--- src/design/iapp_pkg.sv ---
// Shared types, constants and the angle conversion for the IMU angle packet parser.
// No dependencies; used by every module in the design folder.
package iapp_pkg;

  localparam int PACKET_BYTES = 11;

  // Packet bytes two through nine carry the three angles and the version word.
  localparam int FIELD_FIRST = 2;
  localparam int FIELD_BYTES = 8;

  // Depth of the queue between the framer and the converter.
  localparam int QUEUE_DEPTH = 2;

  localparam logic [7:0]  FIRST_HEADER_RESET  = 8'd85;
  localparam logic [7:0]  SECOND_HEADER_RESET = 8'd83;

  // Register map: word index taken from paddr[2].
  localparam logic REG_FIRST_HEADER  = 1'b0;
  localparam logic REG_SECOND_HEADER = 1'b1;

  // raw * 180 / 256 in offset binary, then the offset removed again.
  localparam logic [7:0]  ANGLE_SCALE  = 8'd180;
  localparam logic [15:0] ANGLE_OFFSET = 16'd23040;

  // Raw fields of one good packet, as carried through the queue.
  typedef struct packed {
    logic [15:0] version;
    logic [15:0] yaw_bits;
    logic [15:0] pitch_bits;
    logic [15:0] roll_bits;
  } packet_rec_t;

  // Converts a signed little-endian raw angle to Q9.7 degrees, floor rounding.
  function automatic logic [15:0] q97_from_raw(input logic [15:0] raw);
    logic [15:0] biased;
    logic [23:0] product;
    begin
      biased  = {~raw[15], raw[14:0]};
      product = 24'(biased) * 24'(ANGLE_SCALE);
      return product[23:8] - ANGLE_OFFSET;
    end
  endfunction

endpackage

--- src/design/iapp_framer.sv ---
// Front part of the packet parser: header hunt, byte capture and running checksum.
// Depends on iapp_pkg for the packet record type and field positions.
module iapp_framer #(
  parameter int PACKET_BYTES = iapp_pkg::PACKET_BYTES
) (
  input  logic                 clk,
  input  logic                 rst,
  input  logic [7:0]           first_header,
  input  logic [7:0]           second_header,
  input  logic                 byte_valid,
  output logic                 byte_ready,
  input  logic [7:0]           rx_byte,
  input  logic                 queue_full,
  output logic                 rec_valid,
  output iapp_pkg::packet_rec_t rec
);

  localparam int PW = $clog2(PACKET_BYTES);
  localparam logic [PW-1:0] LAST_POS = PW'(PACKET_BYTES - 1);
  localparam logic [PW-1:0] FIELD_LO = PW'(iapp_pkg::FIELD_FIRST);
  localparam logic [PW-1:0] FIELD_HI = PW'(iapp_pkg::FIELD_FIRST + iapp_pkg::FIELD_BYTES - 1);

  logic [PW-1:0] position;
  logic [7:0]    running_sum;
  logic [7:0]    stored_first;
  logic [7:0]    stored_second;
  logic [7:0]    field_store [iapp_pkg::FIELD_BYTES];

  logic          accept;
  logic          at_last;
  logic          good;
  logic [7:0]    field_byte [iapp_pkg::FIELD_BYTES];
  logic [PW-1:0] field_index;

  assign at_last     = (position == LAST_POS);
  // Only the checksum byte needs queue space; other bytes always flow.
  assign byte_ready  = !(at_last && queue_full);
  assign accept      = byte_valid && byte_ready;
  assign field_index = position - FIELD_LO;

  assign good = (rx_byte == running_sum) && (stored_first == first_header) &&
                (stored_second == second_header);
  assign rec_valid = accept && at_last && good;

  // The checksum byte can also be a field byte in the shortest packet.
  always_comb begin
    for (int k = 0; k < iapp_pkg::FIELD_BYTES; k++) begin
      field_byte[k] = (position == PW'(k + iapp_pkg::FIELD_FIRST)) ? rx_byte : field_store[k];
    end
    rec.roll_bits  = {field_byte[1], field_byte[0]};
    rec.pitch_bits = {field_byte[3], field_byte[2]};
    rec.yaw_bits   = {field_byte[5], field_byte[4]};
    rec.version    = {field_byte[7], field_byte[6]};
  end

  always_ff @(posedge clk) begin
    if (rst) begin
      position    <= '0;
      running_sum <= '0;
    end else if (accept) begin
      if (position == '0 || (position == PW'(1) && rx_byte != second_header)) begin
        if (rx_byte == first_header) begin
          position    <= PW'(1);
          running_sum <= rx_byte;
        end else begin
          position    <= '0;
          running_sum <= '0;
        end
      end else if (at_last) begin
        position    <= '0;
        running_sum <= '0;
      end else begin
        position    <= position + PW'(1);
        running_sum <= running_sum + rx_byte;
      end
    end
  end

  always_ff @(posedge clk) begin
    if (accept) begin
      if (position == '0 || position == PW'(1)) begin
        if (position == PW'(1) && rx_byte == second_header) begin
          stored_second <= rx_byte;
        end else if (rx_byte == first_header) begin
          stored_first <= rx_byte;
        end
      end
      if (position >= FIELD_LO && position <= FIELD_HI) begin
        field_store[field_index[$clog2(iapp_pkg::FIELD_BYTES)-1:0]] <= rx_byte;
      end
    end
  end

endmodule

--- src/design/iapp_queue.sv ---
// Short queue of packet records between the framer and the converter.
// Depends on iapp_pkg for the record type and the queue depth.
module iapp_queue (
  input  logic                  clk,
  input  logic                  rst,
  input  logic                  push,
  input  iapp_pkg::packet_rec_t push_rec,
  output logic                  full,
  output logic                  not_empty,
  input  logic                  pop,
  output iapp_pkg::packet_rec_t head_rec
);

  localparam int DEPTH = iapp_pkg::QUEUE_DEPTH;
  localparam int AW    = (DEPTH > 1) ? $clog2(DEPTH) : 1;
  localparam int CW    = $clog2(DEPTH + 1);

  iapp_pkg::packet_rec_t entries [DEPTH];
  logic [AW-1:0] wr_ptr;
  logic [AW-1:0] rd_ptr;
  logic [CW-1:0] count;

  logic do_push;
  logic do_pop;

  assign full      = (count == CW'(DEPTH));
  assign not_empty = (count != '0);
  assign do_push   = push && !full;
  assign do_pop    = pop && not_empty;
  assign head_rec  = entries[rd_ptr];

  always_ff @(posedge clk) begin
    if (rst) begin
      wr_ptr <= '0;
      rd_ptr <= '0;
      count  <= '0;
    end else begin
      if (do_push) begin
        wr_ptr <= (wr_ptr == AW'(DEPTH - 1)) ? '0 : wr_ptr + AW'(1);
      end
      if (do_pop) begin
        rd_ptr <= (rd_ptr == AW'(DEPTH - 1)) ? '0 : rd_ptr + AW'(1);
      end
      if (do_push && !do_pop) begin
        count <= count + CW'(1);
      end else if (do_pop && !do_push) begin
        count <= count - CW'(1);
      end
    end
  end

  always_ff @(posedge clk) begin
    if (do_push) begin
      entries[wr_ptr] <= push_rec;
    end
  end

endmodule

--- src/design/iapp_convert.sv ---
// Back part of the packet parser: angle conversion, packet count and output register.
// Depends on iapp_pkg for the record type and the Q9.7 conversion function.
module iapp_convert (
  input  logic                  clk,
  input  logic                  rst,
  input  logic                  rec_valid,
  input  iapp_pkg::packet_rec_t rec,
  output logic                  rec_pop,
  output logic                  out_valid,
  input  logic                  out_ready,
  output logic [95:0]           out_data
);

  logic [31:0] packet_counter;
  logic [31:0] packet_counter_next;

  assign rec_pop             = rec_valid && (!out_valid || out_ready);
  assign packet_counter_next = packet_counter + 32'd1;

  always_ff @(posedge clk) begin
    if (rst) begin
      out_valid      <= 1'b0;
      packet_counter <= '0;
    end else begin
      if (rec_pop) begin
        out_valid      <= 1'b1;
        packet_counter <= packet_counter_next;
      end else if (out_ready) begin
        out_valid <= 1'b0;
      end
    end
  end

  always_ff @(posedge clk) begin
    if (rec_pop) begin
      out_data <= {packet_counter_next,
                   rec.version,
                   iapp_pkg::q97_from_raw(rec.yaw_bits),
                   iapp_pkg::q97_from_raw(rec.pitch_bits),
                   iapp_pkg::q97_from_raw(rec.roll_bits)};
    end
  end

endmodule

--- src/design/imu_angle_packet_parser.sv ---
// Top level of the IMU angle packet parser: configuration registers and stream ports.
// Depends on iapp_pkg, iapp_framer, iapp_queue and iapp_convert.
//
// Usage: received serial bytes enter one per transaction on the s_ group. The block
// hunts for the two header bytes held in the configuration registers, collects
// PACKET_BYTES bytes and checks that the last byte is the modulo-256 sum of all the
// bytes before it. A good packet leaves as one transaction on the m_ group with
// roll, pitch and yaw in Q9.7 degrees, the version word and the good packet count.
// Bad packets produce nothing, and parsing restarts after every complete packet.
// Throughput is one byte per cycle but for the checksum hold described below. A
// good record goes into the queue and then into the converter's output register,
// with the three 16x8 scale multiplies in front of that register, which drives
// m_tvalid. When the receiver stalls, results wait in the output register and then
// in the two-entry queue; bytes keep flowing, and only a checksum byte is held off
// while the queue is full. Reset clears the packet position, checksum, packet count
// and all valid flags, and restores the header registers to 0x55 and 0x53. Header
// registers are to be written through the APB port only while no packet is in
// progress; the user must keep to this, as the block does not enforce it.
module imu_angle_packet_parser #(
  parameter int PACKET_BYTES = iapp_pkg::PACKET_BYTES
) (
  input  logic        clk,
  input  logic        rst,
  // Configuration port.
  input  logic        psel,
  input  logic        penable,
  input  logic        pwrite,
  input  logic [2:0]  paddr,
  input  logic [31:0] pwdata,
  output logic [31:0] prdata,
  output logic        pready,
  // Byte input stream.
  input  logic        s_tvalid,
  output logic        s_tready,
  input  logic [7:0]  s_tdata,   // [7:0] rx_byte
  // Result stream.
  output logic        m_tvalid,
  input  logic        m_tready,
  output logic [95:0] m_tdata    // [15:0] roll_angle, [31:16] pitch_angle,
                                 // [47:32] yaw_angle, [63:48] sensor_version,
                                 // [95:64] good_packets
);

  logic [7:0] first_header_byte;
  logic [7:0] second_header_byte;

  logic                  cfg_write;
  logic                  rec_push;
  iapp_pkg::packet_rec_t push_rec;
  iapp_pkg::packet_rec_t head_rec;
  logic                  queue_full;
  logic                  queue_not_empty;
  logic                  rec_pop;

  // The port never waits; a write lands in the access cycle.
  assign pready    = 1'b1;
  assign cfg_write = psel && penable && pwrite && pready;

  always_ff @(posedge clk) begin
    if (rst) begin
      first_header_byte  <= iapp_pkg::FIRST_HEADER_RESET;
      second_header_byte <= iapp_pkg::SECOND_HEADER_RESET;
    end else if (cfg_write) begin
      unique case (paddr[2])
        iapp_pkg::REG_FIRST_HEADER:  first_header_byte  <= pwdata[7:0];
        iapp_pkg::REG_SECOND_HEADER: second_header_byte <= pwdata[7:0];
        default: ;
      endcase
    end
  end

  always_comb begin
    unique case (paddr[2])
      iapp_pkg::REG_FIRST_HEADER:  prdata = {24'd0, first_header_byte};
      iapp_pkg::REG_SECOND_HEADER: prdata = {24'd0, second_header_byte};
      default:                     prdata = '0;
    endcase
  end

  // The framer follows the byte stream and emits one record per good packet.
  iapp_framer #(
    .PACKET_BYTES(PACKET_BYTES)
  ) u_framer (
    .clk          (clk),
    .rst          (rst),
    .first_header (first_header_byte),
    .second_header(second_header_byte),
    .byte_valid   (s_tvalid),
    .byte_ready   (s_tready),
    .rx_byte      (s_tdata),
    .queue_full   (queue_full),
    .rec_valid    (rec_push),
    .rec          (push_rec)
  );

  // The queue lets the framer keep taking bytes while the result side is stalled.
  iapp_queue u_queue (
    .clk      (clk),
    .rst      (rst),
    .push     (rec_push),
    .push_rec (push_rec),
    .full     (queue_full),
    .not_empty(queue_not_empty),
    .pop      (rec_pop),
    .head_rec (head_rec)
  );

  // The converter scales the angles, counts good packets and holds the result.
  iapp_convert u_convert (
    .clk      (clk),
    .rst      (rst),
    .rec_valid(queue_not_empty),
    .rec      (head_rec),
    .rec_pop  (rec_pop),
    .out_valid(m_tvalid),
    .out_ready(m_tready),
    .out_data (m_tdata)
  );

endmodule

--- config.mk ---
export PLATFORM = sky130hd
export DESIGN_NAME = imu_angle_packet_parser
export DESIGN_NICKNAME = d
export VERILOG_FILES = /design/src/design/iapp_pkg.sv /design/src/design/iapp_framer.sv /design/src/design/iapp_queue.sv /design/src/design/iapp_convert.sv /design/src/design/imu_angle_packet_parser.sv
export SDC_FILE = /design/constraint.sdc
export NUM_CORES = 1
export LEC_CHECK = 0
export BUFFER_PORTS_ARGS = -buffer_cell sky130_fd_sc_hd__buf_2
export CORE_MARGIN = 2
export CORE_UTILIZATION = 55
export DETAILED_ROUTE_END_ITERATION = 12
export GPL_ROUTABILITY_DRIVEN = 0
export PLACE_DENSITY = 0.79
export SETUP_SLACK_MARGIN = 0.15
export SLEW_MARGIN = 20
export SYNTH_ARGS = -nofsm -noshare
export SYNTH_HDL_FRONTEND = slang
export SYNTH_SLANG_ARGS = --single-unit
export TNS_END_PERCENT = 10
--- constraint.sdc ---
create_clock -name clk -period 5.78 [get_ports clk]
set_clock_uncertainty 0.05 [all_clocks]
set_input_delay 1.156 -clock clk [delete_from_list [all_inputs] [get_ports clk]]
set_output_delay 1.156 -clock clk [all_outputs]
set_load 0.01 [all_outputs]
==> results of run 1 <==
[placed cells by master, fill, tap and decap left out, types with 17 or more instances in the layout]
cell,n
sky130_fd_sc_hd__a21o_1,23
sky130_fd_sc_hd__a21oi_1,58
sky130_fd_sc_hd__buf_2,129
sky130_fd_sc_hd__buf_4,17
sky130_fd_sc_hd__clkbuf_16,43
sky130_fd_sc_hd__conb_1,25
sky130_fd_sc_hd__dfxtp_1,65
sky130_fd_sc_hd__edfxtp_1,304
sky130_fd_sc_hd__fa_1,50
sky130_fd_sc_hd__ha_1,152
sky130_fd_sc_hd__inv_1,177
sky130_fd_sc_hd__mux2_2,132
sky130_fd_sc_hd__nand2_1,73
sky130_fd_sc_hd__nand3_1,37
sky130_fd_sc_hd__nand4_1,17
sky130_fd_sc_hd__nor2_1,109
sky130_fd_sc_hd__nor3_1,29
sky130_fd_sc_hd__o21ai_0,38
sky130_fd_sc_hd__or3_1,19
sky130_fd_sc_hd__xnor2_1,91
sky130_fd_sc_hd__xor2_1,75
[logic make-up after synthesis]
| logic type | synth area share (%) |
|---|---|
| DFF | 51.0 |
| and+or+nand+nor | 8.67 |
| buffers and inverters | 5.01 |
| adders and majority gates | 14.2 |
| AOI/OAI and AO/OA | 6.13 |
| xor gates and xnor gates | 7.10 |
| muxes | 7.80 |
| other | 0.0367 |
[registers in the layout (all words and copies together), names as in the netlist, 2 cells and up, named ones only]
register / count
u_queue.entries: 128
u_convert.out_data: 96
u_framer.field_store: 64
u_convert.packet_counter: 32
first_header_byte: 8
second_header_byte: 8
u_framer.running_sum: 8
u_framer.stored_first: 8
u_framer.stored_second: 8
u_framer.position: 4
u_queue.count: 2
[worst max-delay path: cells and delay by family (launching register included)]
kind	cells	cell delay [ps]
compound gates	6	1390
mux	1	370
buf+inv	4	290
flops	1	420
xor+xnor	1	250
fa+ha+maj	5	1840
simple gates	4	590
[where the power goes]
group          switching, mW  internal, mW  total (mW)  leakage, nW
Sequential           0.00834          2.86        2.87         3.34
Combinational         0.0770        0.0364       0.113         5.33
Clock                   1.05          1.54        2.59        0.653
Total                   1.14          4.43        5.57         9.33
[cells in the mapped netlist, drive strengths merged, types with 2 or more instances]
library cell  number  area, µm²
a2111oi            2       42.5
a211o              6       52.6
a211oi             7       52.6
a21o              23        173
a21oi             59        295
a221o              3       31.3
a221oi             9       78.8
a22oi              7       52.6
a31oi              4       25.0
a41oi              2       17.5
and2               9       56.3
and3               8       55.1
and4               4       35.0
buf               29        204
clkbuf            41        154
conb               2       7.51
dfxtp             66       1320
edfxtp           304       9130
fa                50       1000
ha               153       1910
inv              177        664
mux2             132       1490
mux2i             11        110
nand2             75        284
nand2b             9       56.3
nand3             37        185
nand3b             6       45.0
nand4             17        106
nand4b             3       26.3
nor2             110        420
nor2b             15       93.8
nor3              35        175
nor3b              3       22.5
nor4               8       50.1
o21a               8       60.1
o21ai             41        209
o21bai             7       52.6
o2bb2ai            3       26.3
or2                3       18.8
or3               19        119
xnor2             91        797
xor2              75        657
[final cells by class]
cell class,count,area share (%)
sequential,370,45.3
timing repair buffer,151,3.71
multi-input combinational,1092,39.7
clock buffer,54,4.97
antenna,1,0.0108
clock inverter,22,0.867
tap,468,2.54
inverter,178,2.90
[metal layers]
metal  vias to the layer above  routed length, µm
met1                      6217              17400
met5                         -                  0
li1                       6207                  -
met4                         0                947
met2                       320              19300
met3                        66               2270
[through the flow]
stage	worst slack, ps	area [µm²]
6_report	276	23100
5_1_grt	81.4	23100
4_1_cts	173	23000
3_5_place_dp	225	21600
3_3_place_gp	300	21600
2_1_floorplan	180	20600
[repair_timing]
| item | in CTS | in global routing |
|---|---|---|
| hold buffers | 0 | 0 |
| setup endpoints to repair | 0 | 8 |
| resized for setup | 0 | 14 |
| buffers inserted | 0 | 7 |
[worst max-delay path by stage]
| stage | from | end | slack (ps) | depth (start not counted) |
|---|---|---|---|---|
| 6_report | flip-flop | u_convert.out_data[31]$_DFFE_PP_ | 280 | 21 |
| 5_1_grt | flip-flop | u_convert.out_data[31]$_DFFE_PP_ | 80 | 21 |
| 4_1_cts | flip-flop | u_convert.out_data[47]$_DFFE_PP_ | 170 | 22 |
| 3_5_place_dp | flip-flop | u_convert.out_data[31]$_DFFE_PP_ | 230 | 21 |
| 3_3_place_gp | flip-flop | u_convert.out_data[47]$_DFFE_PP_ | 300 | 21 |
| 2_1_floorplan | flip-flop | u_convert.out_data[31]$_DFFE_PP_ | 180 | 22 |
==> reports/summary.md, run 1 <==
The post-synthesis area per instance is 12.1 µm², and the starting utilization of the core area is 55.9%. The actual transition at the worst max-transition pin works out to 1110 ps. Once layout is complete, the utilization of the core stands at 63.1%. The final count of hold timing violations is 0.

For the number of different library cells in the post-synthesis netlist, the log shows 65. The classification of the worst-slack hold path is flip-flop to flip-flop. Among all stages on the critical path, the largest delay is contributed by sky130_fd_sc_hd__fa_1. The number of search-and-repair iterations in the first detailed-routing pass came out at 7. On the worst path, the slowest cell contributes a delay of 510 ps. Global routing consumed, on the met3 layer, 4.11% of the routing resources. After global routing, the most crowded layer is met2. IR analysis of the VDD net gives a maximum drop of 237 µV. Data on the critical path arrives at its endpoint at 5720 ps. After synthesis, the share of flip-flops with an asynchronous set or reset is 0%. In this run, synthesis inferred 304 flip-flops with an integrated enable. For this run, the top clock speed supported by timing is 0.182 GHz. After detailed routing, the number of remaining DRC violations is 0. The most frequent cell on the critical path was sky130_fd_sc_hd__inv_1.

The ratio of routed vias to standard cells is 5.48. The routed wire length per instance is 17.1 µm. The depth of the worst register-to-register path is 21. The run gives 41 as the number of buffers created by CTS. The multi-input combinational cells in the finished layout cover a total of 9180 µm². Along the worst hold path, the cell count comes to 2. Of the available clock period, the critical path in the final layout requires 95.2%. On the final layout, the worst hold slack is 436 ps. The clock period minus final worst setup slack came out at 5500 ps. Summed over all nets, the half-perimeter wirelength after detailed placement is 27,100 µm. For the floorplan die area, the log shows 38,800 µm².

The sort of element at the start of the critical path was a flip-flop. Across the run, the number of max-cap violations was 0. The horizontal extent of the die is 197 µm, and the fraction of met1 tracks used by global routing is 26.1%. Final cell count without fillers: 2,336. The die is 197 µm tall. The critical path goes through buf_6 > mux2_2 > ha_1 > inv_1 > fa_1 > fa_1 > inv_1 > ha_1 > and4_1 > a221o_2 > nor3b_2 > o31a_1 > nor2_1 > xor2_1 > ha_2 > inv_1 > o31ai_1 > a21o_1 > nand2_2 > a2111oi_4 > o21ai_1. The sequential element share of the synthesized area was 51.0%; the setup slack of the worst register-to-register path was 280 ps. Measured against its own limit, the worst slew margin works out to 25.6%. Static power due to leakage: 9.33 nW. Of the cells placed in the final design, the portion with a size suffix greater than 1 is 20.0%. The Yosys step of the flow raised 0 warnings. The count of buffers added on input and output ports is 129.

Summing internal, switching and leakage power gives 5.57 mW. For the number of H-tree levels, the log shows 2. The tools report the number of routed nets with antenna violations as 0. The area used by sequential logic in the layout was 10,500 µm²; the layout overhead on the synthesized area was 12.7%. The iteration-0 DRC count of the detailed router is 683. Entering global routing, the biggest net connects 67 pins. The worst setup path is of the flip-flop to flip-flop kind. Wire length of the first global-routing pass: 64,500 µm. The number of antenna violations at the first check in global routing was 1. The total core area is 36,600 µm², and the number of max-slew violations in the final report is 0. TritonCTS built the clock tree. For the final routed database, the setup TNS stands at 0 ps. In this run the clock root is driven by a sky130_fd_sc_hd__clkbuf_16.

In this run the cell area of the synthesized design comes to 20,500 µm². For this run, the leading register cell type out of synthesis is sky130_fd_sc_hd__edfxtp_1. Setup repair after global routing could not meet its margin everywhere. After technology mapping, the gate count stands at 1,687. For met2 alone, demand over resource in global routing was 35.5%. In the global route stage, overall resource usage came out at 20.6%.

The clock slew at the register clock pins of the worst setup and hold paths came out at 60 ps. For the worst-skew pair, the clock arrives at the later sink with an insertion delay of 550 ps. Along the worst path, the maximum fanout reaches 6. 181 I/O pins were placed.

The logs give 2,087 for the number of nets in the final layout and 0 for the count of final setup violators. The flow ran to the end, and the final reports show no timing, DRC or antenna violations. The path with the worst hold slack has its endpoint at u_convert.packet_counter[1]$_SDFFE_PP0P_. No sink is reached through more buffers than the 3 on the longest clock path.

The final layout contains routed wiring with a total length of 39,900 µm. The via count of the first global-routing pass was 13,233. The fill cell total of the finished layout was 2,690; the required time at the endpoint of the critical path was 6000 ps. The floorplan has 70 rows. For this design the ratio of total power to cell area is 241 nW/µm². The worst hold path begins at u_convert.packet_counter[1]$_SDFFE_PP0P_. Counting tap cells, the placed design contains a total of 2,252 instances.

Clock tree synthesis found a total of 370 sinks. For the via total after detailed routing, the log shows 12,810. In this run the critical register-to-register path is captured at u_convert.out_data[31]$_DFFE_PP_. STA classifies the critical path endpoint as a flip-flop. The overall overflow remaining after global route is 0, and the register bit count reported by yosys is 370.
(Power assumes the default switching activity.)
==> run 2, diff against run 1 <==
--- a/config.mk
+++ b/config.mk
@@ -11,6 +11,7 @@
 export DETAILED_ROUTE_END_ITERATION = 12
 export GPL_ROUTABILITY_DRIVEN = 0
 export PLACE_DENSITY = 0.79
+export RECOVER_POWER = 25
 export SETUP_SLACK_MARGIN = 0.15
 export SLEW_MARGIN = 20
 export SYNTH_ARGS = -nofsm -noshare
==> run 2 against run 1 <==
  * Fmax about the same
  * Non-clock buffer count is the same
  * Count of clock-buffer cells in the layout unchanged
  * Sequential power barely moved
  * Clock power about the same
  * Wire length about the same
  * Setup slack got worse by 1.1 ps
  * The flow now finishes with violations (max-capacitance violations, max-slew violations)
  * Critical path depth is the same
  * Cell count is essentially flat
  * Highest routed layer unchanged
  * Combinational power about the same
  * Flip-flop and latch count unchanged
  * Global-route usage stayed put
==> reports/summary.md, run 2 (same netlist as run 1, synthesis figures left out) <==
The data arrival time of the critical path was 5720 ps (about the same); the number of H-tree levels was 2 (unchanged). The tools report the number of placement rows as 70 (unchanged). Setup repair after global routing could not meet its margin everywhere. The clock slew at the register clock pins of the worst setup and hold paths works out to 60 ps (about the same).

The sort of element at the start of the critical path is a flip-flop (unchanged). The logs give 0 (unchanged) for the number of routed nets with antenna violations and 0 (was 1) for the final antenna diode count. For the number of buffers created by CTS, the log shows 41 (unchanged). The count of max-cap constraint violations came out at 1 (was 0). The run gives 39,900 µm (about the same) as the total detailed-routing wirelength. The register with the highest flop count was u_queue.entries (unchanged). The setup TNS after final layout is 0 ps (unchanged). The clock period minus final worst setup slack is 5510 ps (was 5500 ps).

The overall overflow remaining after global route came out at 0 (unchanged). The aggregate global-route resource usage was 20.6% (unchanged); the setup slack of the worst register-to-register path was 270 ps (was 280 ps). The tools report the maximum VDD drop as 235 µV (was 237 µV). The logs give 6000 ps (about the same) for the required time at the endpoint of the critical path and 0 (unchanged) for the number of hold-repair buffers added at the cts stage. The run gives 0 (unchanged) as the count of final setup violators. Category of the worst setup path capture point: a flip-flop (unchanged). The endpoint of the worst hold path is u_convert.packet_counter[1]$_SDFFE_PP0P_ (unchanged).

The tools report the static power due to leakage as 9.28 nW (was 9.33 nW). The clock latency on the worst-skew pair came out at 550 ps (about the same). Largest net degree at the start of global routing: 67 (unchanged).

The number of cells on the worst hold path came out at 2 (unchanged). The run gives 225 ps (unchanged) as the post-place setup slack. The ratio of routed vias to standard cells was 5.48 (about the same). The final count of hold timing violations is 0 (unchanged). The routed wire length per instance came out at 17.1 µm (about the same).

The number of nets in the final layout was 2,087 (unchanged); the placed wire-length estimate after detailed placement was 27,100 µm (unchanged). TritonCTS built the clock tree. The logs give 0.182 GHz (about the same) for the top achievable clock speed and 38,800 µm² (unchanged) for the floorplan die area. Classification of the worst-slack hold path: flip-flop to flip-flop (unchanged). The wire length of the first global-routing pass is 64,500 µm (unchanged), and the vertical extent of the die is 197 µm (unchanged). The fraction of final layout cells sized beyond drive strength 1 is 18.6% (was 20.0%). The actual transition at the worst max-transition pin is 2490 ps (was 1110 ps), and the via count of the first global-routing pass is 13,233 (unchanged). The run finished, with violations left. The fill cell total of the finished layout is 2,703 (was 2,690), and the number of buffers inserted by port buffering is 129 (unchanged). Horizontal extent of the die: 197 µm (unchanged). The starting utilization of the core area was 55.9% (unchanged); the post-route clock period utilization was 95.2% (about the same). For the slack of the critical path, the log shows 275 ps (was 276 ps).

The logs give 3 (unchanged) for the worst-case clock buffer depth and 0 (unchanged) for the detailed-route DRC error count. The final reports fail on max-capacitance violations, max-slew violations. The iteration-0 DRC count of the detailed router came out at 643 (was 683).

The layout overhead on the synthesized area works out to 12.5% (was 12.7%). The cell at the root of the clock tree was sky130_fd_sc_hd__clkbuf_16 (unchanged). The run gives 181 (unchanged) as the number of ports placed on the die boundary. Top library cells by usage in the layout, fill and taps aside: sky130_fd_sc_hd__edfxtp_1, sky130_fd_sc_hd__inv_1, sky130_fd_sc_hd__ha_1, sky130_fd_sc_hd__mux2_2, sky130_fd_sc_hd__buf_2 (unchanged).

The tools report the end of the worst register-to-register path as u_convert.out_data[31]$_DFFE_PP_ (unchanged). The run gives -65.9% (was 25.6%) as the worst slew slack as a fraction of its limit. Most frequent standard cell in the layout excluding fill and tap cells: sky130_fd_sc_hd__edfxtp_1 (unchanged). Number of antenna violations at the first check in global routing: 0 (was 1). The number of sinks on the clock net is 370 (unchanged), and the top fanout value on the critical path is 6 (unchanged). The number of search-and-repair iterations in the first detailed-routing pass was 7 (unchanged); the depth of the worst register-to-register path was 21 (unchanged). The flip-flop count of the largest register, all copies and words added was 128 (unchanged). The run gives 36,600 µm² (unchanged) as the total core area.

The number of max-slew violations in the final report was 56 (was 0); the power density over the cells was 242 nW/µm² (was 241 nW/µm²). The category of the critical setup timing path is flip-flop to flip-flop (unchanged). The tools report the via total after detailed routing as 12,806 (was 12,810). The tools report the startpoint of the most critical hold path as u_convert.packet_counter[1]$_SDFFE_PP0P_ (unchanged).

The tools report the total power as 5.57 mW (about the same).
[run 2: worst max path at each step]
stage / start / to / depth (start not counted)
after floorplan: flip-flop / u_convert.out_data[31]$_DFFE_PP_ / 22
after CTS: flip-flop / u_convert.out_data[47]$_DFFE_PP_ / 22
final: flip-flop / u_convert.out_data[31]$_DFFE_PP_ / 21
after global placement: flip-flop / u_convert.out_data[47]$_DFFE_PP_ / 21
after detailed placement: flip-flop / u_convert.out_data[31]$_DFFE_PP_ / 21
after global routing: flip-flop / u_convert.out_data[31]$_DFFE_PP_ / 21
[run 2: critical path, cell delays in order (launching register included)]
cell	delay, ps
sky130_fd_sc_hd__dfxtp_4	420
sky130_fd_sc_hd__buf_6	150
sky130_fd_sc_hd__mux2_2	370
sky130_fd_sc_hd__ha_1	310
sky130_fd_sc_hd__inv_1	60
sky130_fd_sc_hd__fa_1	470
sky130_fd_sc_hd__fa_1	510
sky130_fd_sc_hd__inv_1	40
sky130_fd_sc_hd__ha_1	320
sky130_fd_sc_hd__and4_1	180
sky130_fd_sc_hd__a221o_2	400
sky130_fd_sc_hd__nor3b_2	200
sky130_fd_sc_hd__o31a_1	260
sky130_fd_sc_hd__nor2_1	120
sky130_fd_sc_hd__xor2_1	250
sky130_fd_sc_hd__ha_2	230
sky130_fd_sc_hd__inv_1	40
sky130_fd_sc_hd__o31ai_1	100
sky130_fd_sc_hd__a21o_1	230
sky130_fd_sc_hd__nand2_2	100
sky130_fd_sc_hd__a2111oi_4	290
sky130_fd_sc_hd__o21ai_1	110
[run 2: per-stage QoR]
stage	hold slack, ps	cells	util [%]	area, µm²
detailed placement	430	2252	59.0	21600
floorplan	404	1710	-	20600
CTS	438	2328	62.7	23000
finish	436	2335	63.0	23100
global route	456	2335	63.0	23100
global placement	413	2252	59.0	21600
[run 2: final cells by class]
type / instances / area (µm²) / share of cell area [%]
multi-input cells: 1092 / 9160 / 39.7
clock buffers: 54 / 1150 / 4.98
inverters: 178 / 671 / 2.91
well taps: 468 / 586 / 2.54
clock inverters: 22 / 200 / 0.868
flip-flops and latches: 370 / 10500 / 45.4
repair buffers: 151 / 831 / 3.60
[run 2: report_power, final]
part	switching, mW	total [mW]	internal (mW)
clock	1.05	2.59	1.54
sequential	0.00832	2.87	2.86
combinational	0.0773	0.112	0.0346
[run 2: metal layers]
| layer | wire length [µm] | vias to the layer above | track usage (%) |
|---|---|---|---|
| li1 | - | 6205 | - |
| met1 | 17300 | 6203 | 26.1 |
| met2 | 19300 | 334 | 35.5 |
| met3 | 2370 | 64 | 4.11 |
| met4 | 945 | 0 | 6.93 |
| met5 | 0 | - | 0.766 |
[run 2: repair_timing]
action / in CTS / in global routing
setup buffers: 0 / 7
gates resized for setup: 0 / 14
endpoints found under the setup margin: 0 / 8
==> run 3, diff against run 2 <==
--- a/config.mk
+++ b/config.mk
@@ -11,7 +11,7 @@
 export DETAILED_ROUTE_END_ITERATION = 12
 export GPL_ROUTABILITY_DRIVEN = 0
 export PLACE_DENSITY = 0.79
-export RECOVER_POWER = 25
+export RECOVER_POWER = 50
 export SETUP_SLACK_MARGIN = 0.15
 export SLEW_MARGIN = 20
 export SYNTH_ARGS = -nofsm -noshare
==> run 3 against run 2 <==
  * The flow still finishes with violations (max-capacitance violations, max-slew violations)
  * Clock power about the same
  * Core utilization down 0.34 points
  * Critical path type unchanged
  * Non-clock buffer count stayed put
  * Power hardly changed
  * Sequential share of layout area up 0.25 points
  * Critical path depth did not move
  * Count of clock-buffer cells in the layout stayed put
  * Design area down 0.54%
  * Die area is the same
  * Cell count did not move
==> reports/summary.md, run 3 (same netlist as run 1, synthesis figures left out) <==
The run finished, with violations left. Violations in the final reports: max-capacitance violations, max-slew violations (unchanged). The run gives 62.6% (was 63.0%) as the core utilization of the finished layout. Top library cells by usage in the layout, fill and taps aside: sky130_fd_sc_hd__edfxtp_1, sky130_fd_sc_hd__inv_1, sky130_fd_sc_hd__ha_1, sky130_fd_sc_hd__nor2_1, sky130_fd_sc_hd__clkbuf_1 (was sky130_fd_sc_hd__edfxtp_1, sky130_fd_sc_hd__inv_1, sky130_fd_sc_hd__ha_1, sky130_fd_sc_hd__mux2_2, sky130_fd_sc_hd__buf_2). The total detailed-routing wirelength was 40,000 µm (was 39,900 µm); the final antenna diode count was 0 (unchanged).

Worst hold margin: 436 ps (about the same). Total core area: 36,600 µm² (unchanged). The flip-flop count of the largest register, all copies and words added was 128 (unchanged).

The required time at the endpoint of the critical path was 6000 ps (about the same); the number of cells on the worst hold path was 2 (unchanged). The setup TNS after final layout came out at 0 ps (unchanged). For the static power due to leakage, the log shows 9.00 nW (was 9.28 nW). The number of ports placed on the die boundary is 181 (unchanged), and the number of buffers inserted by port buffering is 129 (unchanged). Number of hold-repair buffers added at the cts stage: 0 (unchanged). The category of the worst setup path capture point was a flip-flop (unchanged). The tools report the cell at the root of the clock tree as sky130_fd_sc_hd__clkbuf_16 (unchanged).

The logs give 0 (unchanged) for the overall overflow remaining after global route and 67 (unchanged) for the largest net degree at the start of global routing. Sort of element at the start of the critical path: a flip-flop (unchanged). The logs give 0.181 GHz (was 0.182 GHz) for the top achievable clock speed and 5730 ps (was 5720 ps) for the data arrival time of the critical path. The area of placed instances was 21,600 µm² (unchanged); the top fanout value on the critical path was 6 (unchanged).

The fraction of final layout cells sized beyond drive strength 1 works out to 12.6% (was 18.6%). The via total after detailed routing was 12,839 (was 12,806); the maximum VDD drop was 237 µV (was 235 µV). The run gives 64,500 µm (unchanged) as the wire length of the first global-routing pass. The slack of the critical path is 269 ps (was 275 ps), and the number of H-tree levels is 2 (unchanged). For the starting utilization of the core area, the log shows 55.9% (unchanged). For the cell count after placement, the log shows 2,252 (unchanged). Power density over the cells: 243 nW/µm² (was 242 nW/µm²). For the count of final setup violators, the log shows 0 (unchanged).

The total power was 5.57 mW (about the same); the final count of hold timing violations was 0 (unchanged). The number of routed nets with antenna violations was 0 (unchanged). Register with the highest flop count: u_queue.entries (unchanged).

For the number of placement rows, the log shows 70 (unchanged). The depth of the worst register-to-register path came out at 21 (unchanged). The post-route clock period utilization works out to 95.4% (was 95.2%). The number of search-and-repair iterations in the first detailed-routing pass came out at 5 (was 7). The ratio of routed vias to standard cells was 5.50 (was 5.48); the number of sinks on the clock net was 370 (unchanged). The tools report the number of buffers created by CTS as 41 (unchanged). Most frequent standard cell in the layout excluding fill and tap cells: sky130_fd_sc_hd__edfxtp_1 (unchanged). Setup repair after global routing could not meet its margin everywhere. The horizontal extent of the die works out to 197 µm (unchanged). Detailed-route DRC error count: 0 (unchanged). For the iteration-0 DRC count of the detailed router, the log shows 713 (was 643).

The tools report the clock latency on the worst-skew pair as 550 ps (about the same). The final cell count without fillers came out at 2,335 (unchanged). The routed wire length per instance came out at 17.1 µm (about the same). Vertical extent of the die: 197 µm (unchanged).

The logs give 2,757 (was 2,703) for the fill cell total of the finished layout and 13,233 (unchanged) for the via count of the first global-routing pass. The worst-case clock buffer depth was 3 (unchanged); the actual transition at the worst max-transition pin was 2840 ps (was 2490 ps). The tools report the placed wire-length estimate after detailed placement as 27,100 µm (unchanged). The clock period minus final worst setup slack was 5510 ps (about the same). The run gives 2,087 (unchanged) as the number of nets in the final layout.

TritonCTS built the clock tree. The tools report the aggregate global-route resource usage as 20.6% (unchanged). The number of max-slew violations in the final report came out at 123 (was 56). The layout overhead on the synthesized area was 11.9% (was 12.5%); the post-place setup slack was 225 ps (unchanged). Count of max-cap constraint violations: 2 (was 1). The clock slew at the register clock pins of the worst setup and hold paths is 60 ps (about the same), and the worst slew slack as a fraction of its limit is -90.0% (was -65.9%). Category of the critical setup timing path: flip-flop to flip-flop (unchanged). The floorplan die area is 38,800 µm² (unchanged).

Classification of the worst-slack hold path: flip-flop to flip-flop (unchanged). The summed area of non-filler cells in the final layout was 22,900 µm² (was 23,100 µm²). For the number of antenna violations at the first check in global routing, the log shows 0 (unchanged).
## run 3: cell count changes in the layout (fill, tap and decap cells not counted)
cell	change
sky130_fd_sc_hd__nor3_2	-4
sky130_fd_sc_hd__buf_2	-83
sky130_fd_sc_hd__mux2_1	+25
sky130_fd_sc_hd__clkinvlp_2	+1
sky130_fd_sc_hd__inv_4	-1
sky130_fd_sc_hd__nor3_1	+4
sky130_fd_sc_hd__clkbuf_1	+83
sky130_fd_sc_hd__mux2_2	-25
## run 3: layout make-up
| class | instances | area [µm²] | area share, % |
|---|---|---|---|
| inverter | 178 | 669 | 2.92 |
| sequential | 370 | 10500 | 45.6 |
| clock inverter | 22 | 200 | 0.873 |
| multi-input combinational | 1092 | 9140 | 39.9 |
| timing repair buffer | 151 | 727 | 3.17 |
| clock buffer | 54 | 1150 | 5.00 |
| tap | 468 | 586 | 2.55 |
## run 3: final timing paths
kind / from / to / slack (ps)
hold / removal: u_convert.packet_counter[1]$_SDFFE_PP0P_ / u_convert.packet_counter[1]$_SDFFE_PP0P_ / 440
setup / recovery: flip-flop / u_convert.out_data[31]$_DFFE_PP_ / 270
hold reg to reg: u_convert.packet_counter[1]$_SDFFE_PP0P_ / u_convert.packet_counter[1]$_SDFFE_PP0P_ / 440
setup reg to reg: flip-flop / u_convert.out_data[31]$_DFFE_PP_ / 270
## run 3: what timing repair did
item / in CTS / in global routing
gates resized for setup: 0 / 14
setup buffers: 0 / 7
setup endpoints to repair: 0 / 8
## run 3: where the power goes
| group | internal [mW] | switching [mW] | leakage, nW |
|---|---|---|---|
| Clock | 1.54 | 1.05 | 0.653 |
| Sequential | 2.86 | 0.00821 | 3.34 |
| Combinational | 0.0347 | 0.0775 | 5.01 |
## run 3: per-layer routing
| metal | share of wire, % | up-vias | global-route usage, % |
|---|---|---|---|
| met2 | 48 | 365 | 35.5 |
| met1 | 43 | 6195 | 26.1 |
| met3 | 6.0 | 69 | 4.11 |
| met4 | 2.5 | 0 | 6.93 |
| met5 | 0 | - | 0.766 |
| li1 | - | 6210 | - |
## run 3: worst max-delay path, cell delays in order, from the launching register on
cell	delay (ps)
sky130_fd_sc_hd__dfxtp_4	410
sky130_fd_sc_hd__buf_6	150
sky130_fd_sc_hd__mux2_2	370
sky130_fd_sc_hd__ha_1	310
sky130_fd_sc_hd__inv_1	60
sky130_fd_sc_hd__fa_1	470
sky130_fd_sc_hd__fa_1	510
sky130_fd_sc_hd__inv_1	40
sky130_fd_sc_hd__ha_1	320
sky130_fd_sc_hd__and4_1	180
sky130_fd_sc_hd__a221o_2	400
sky130_fd_sc_hd__nor3b_2	200
sky130_fd_sc_hd__o31a_1	260
sky130_fd_sc_hd__nor2_1	120
sky130_fd_sc_hd__xor2_1	250
sky130_fd_sc_hd__ha_2	230
sky130_fd_sc_hd__inv_1	40
sky130_fd_sc_hd__o31ai_1	110
sky130_fd_sc_hd__a21o_1	230
sky130_fd_sc_hd__nand2_2	100
sky130_fd_sc_hd__a2111oi_4	290
sky130_fd_sc_hd__o21ai_1	110
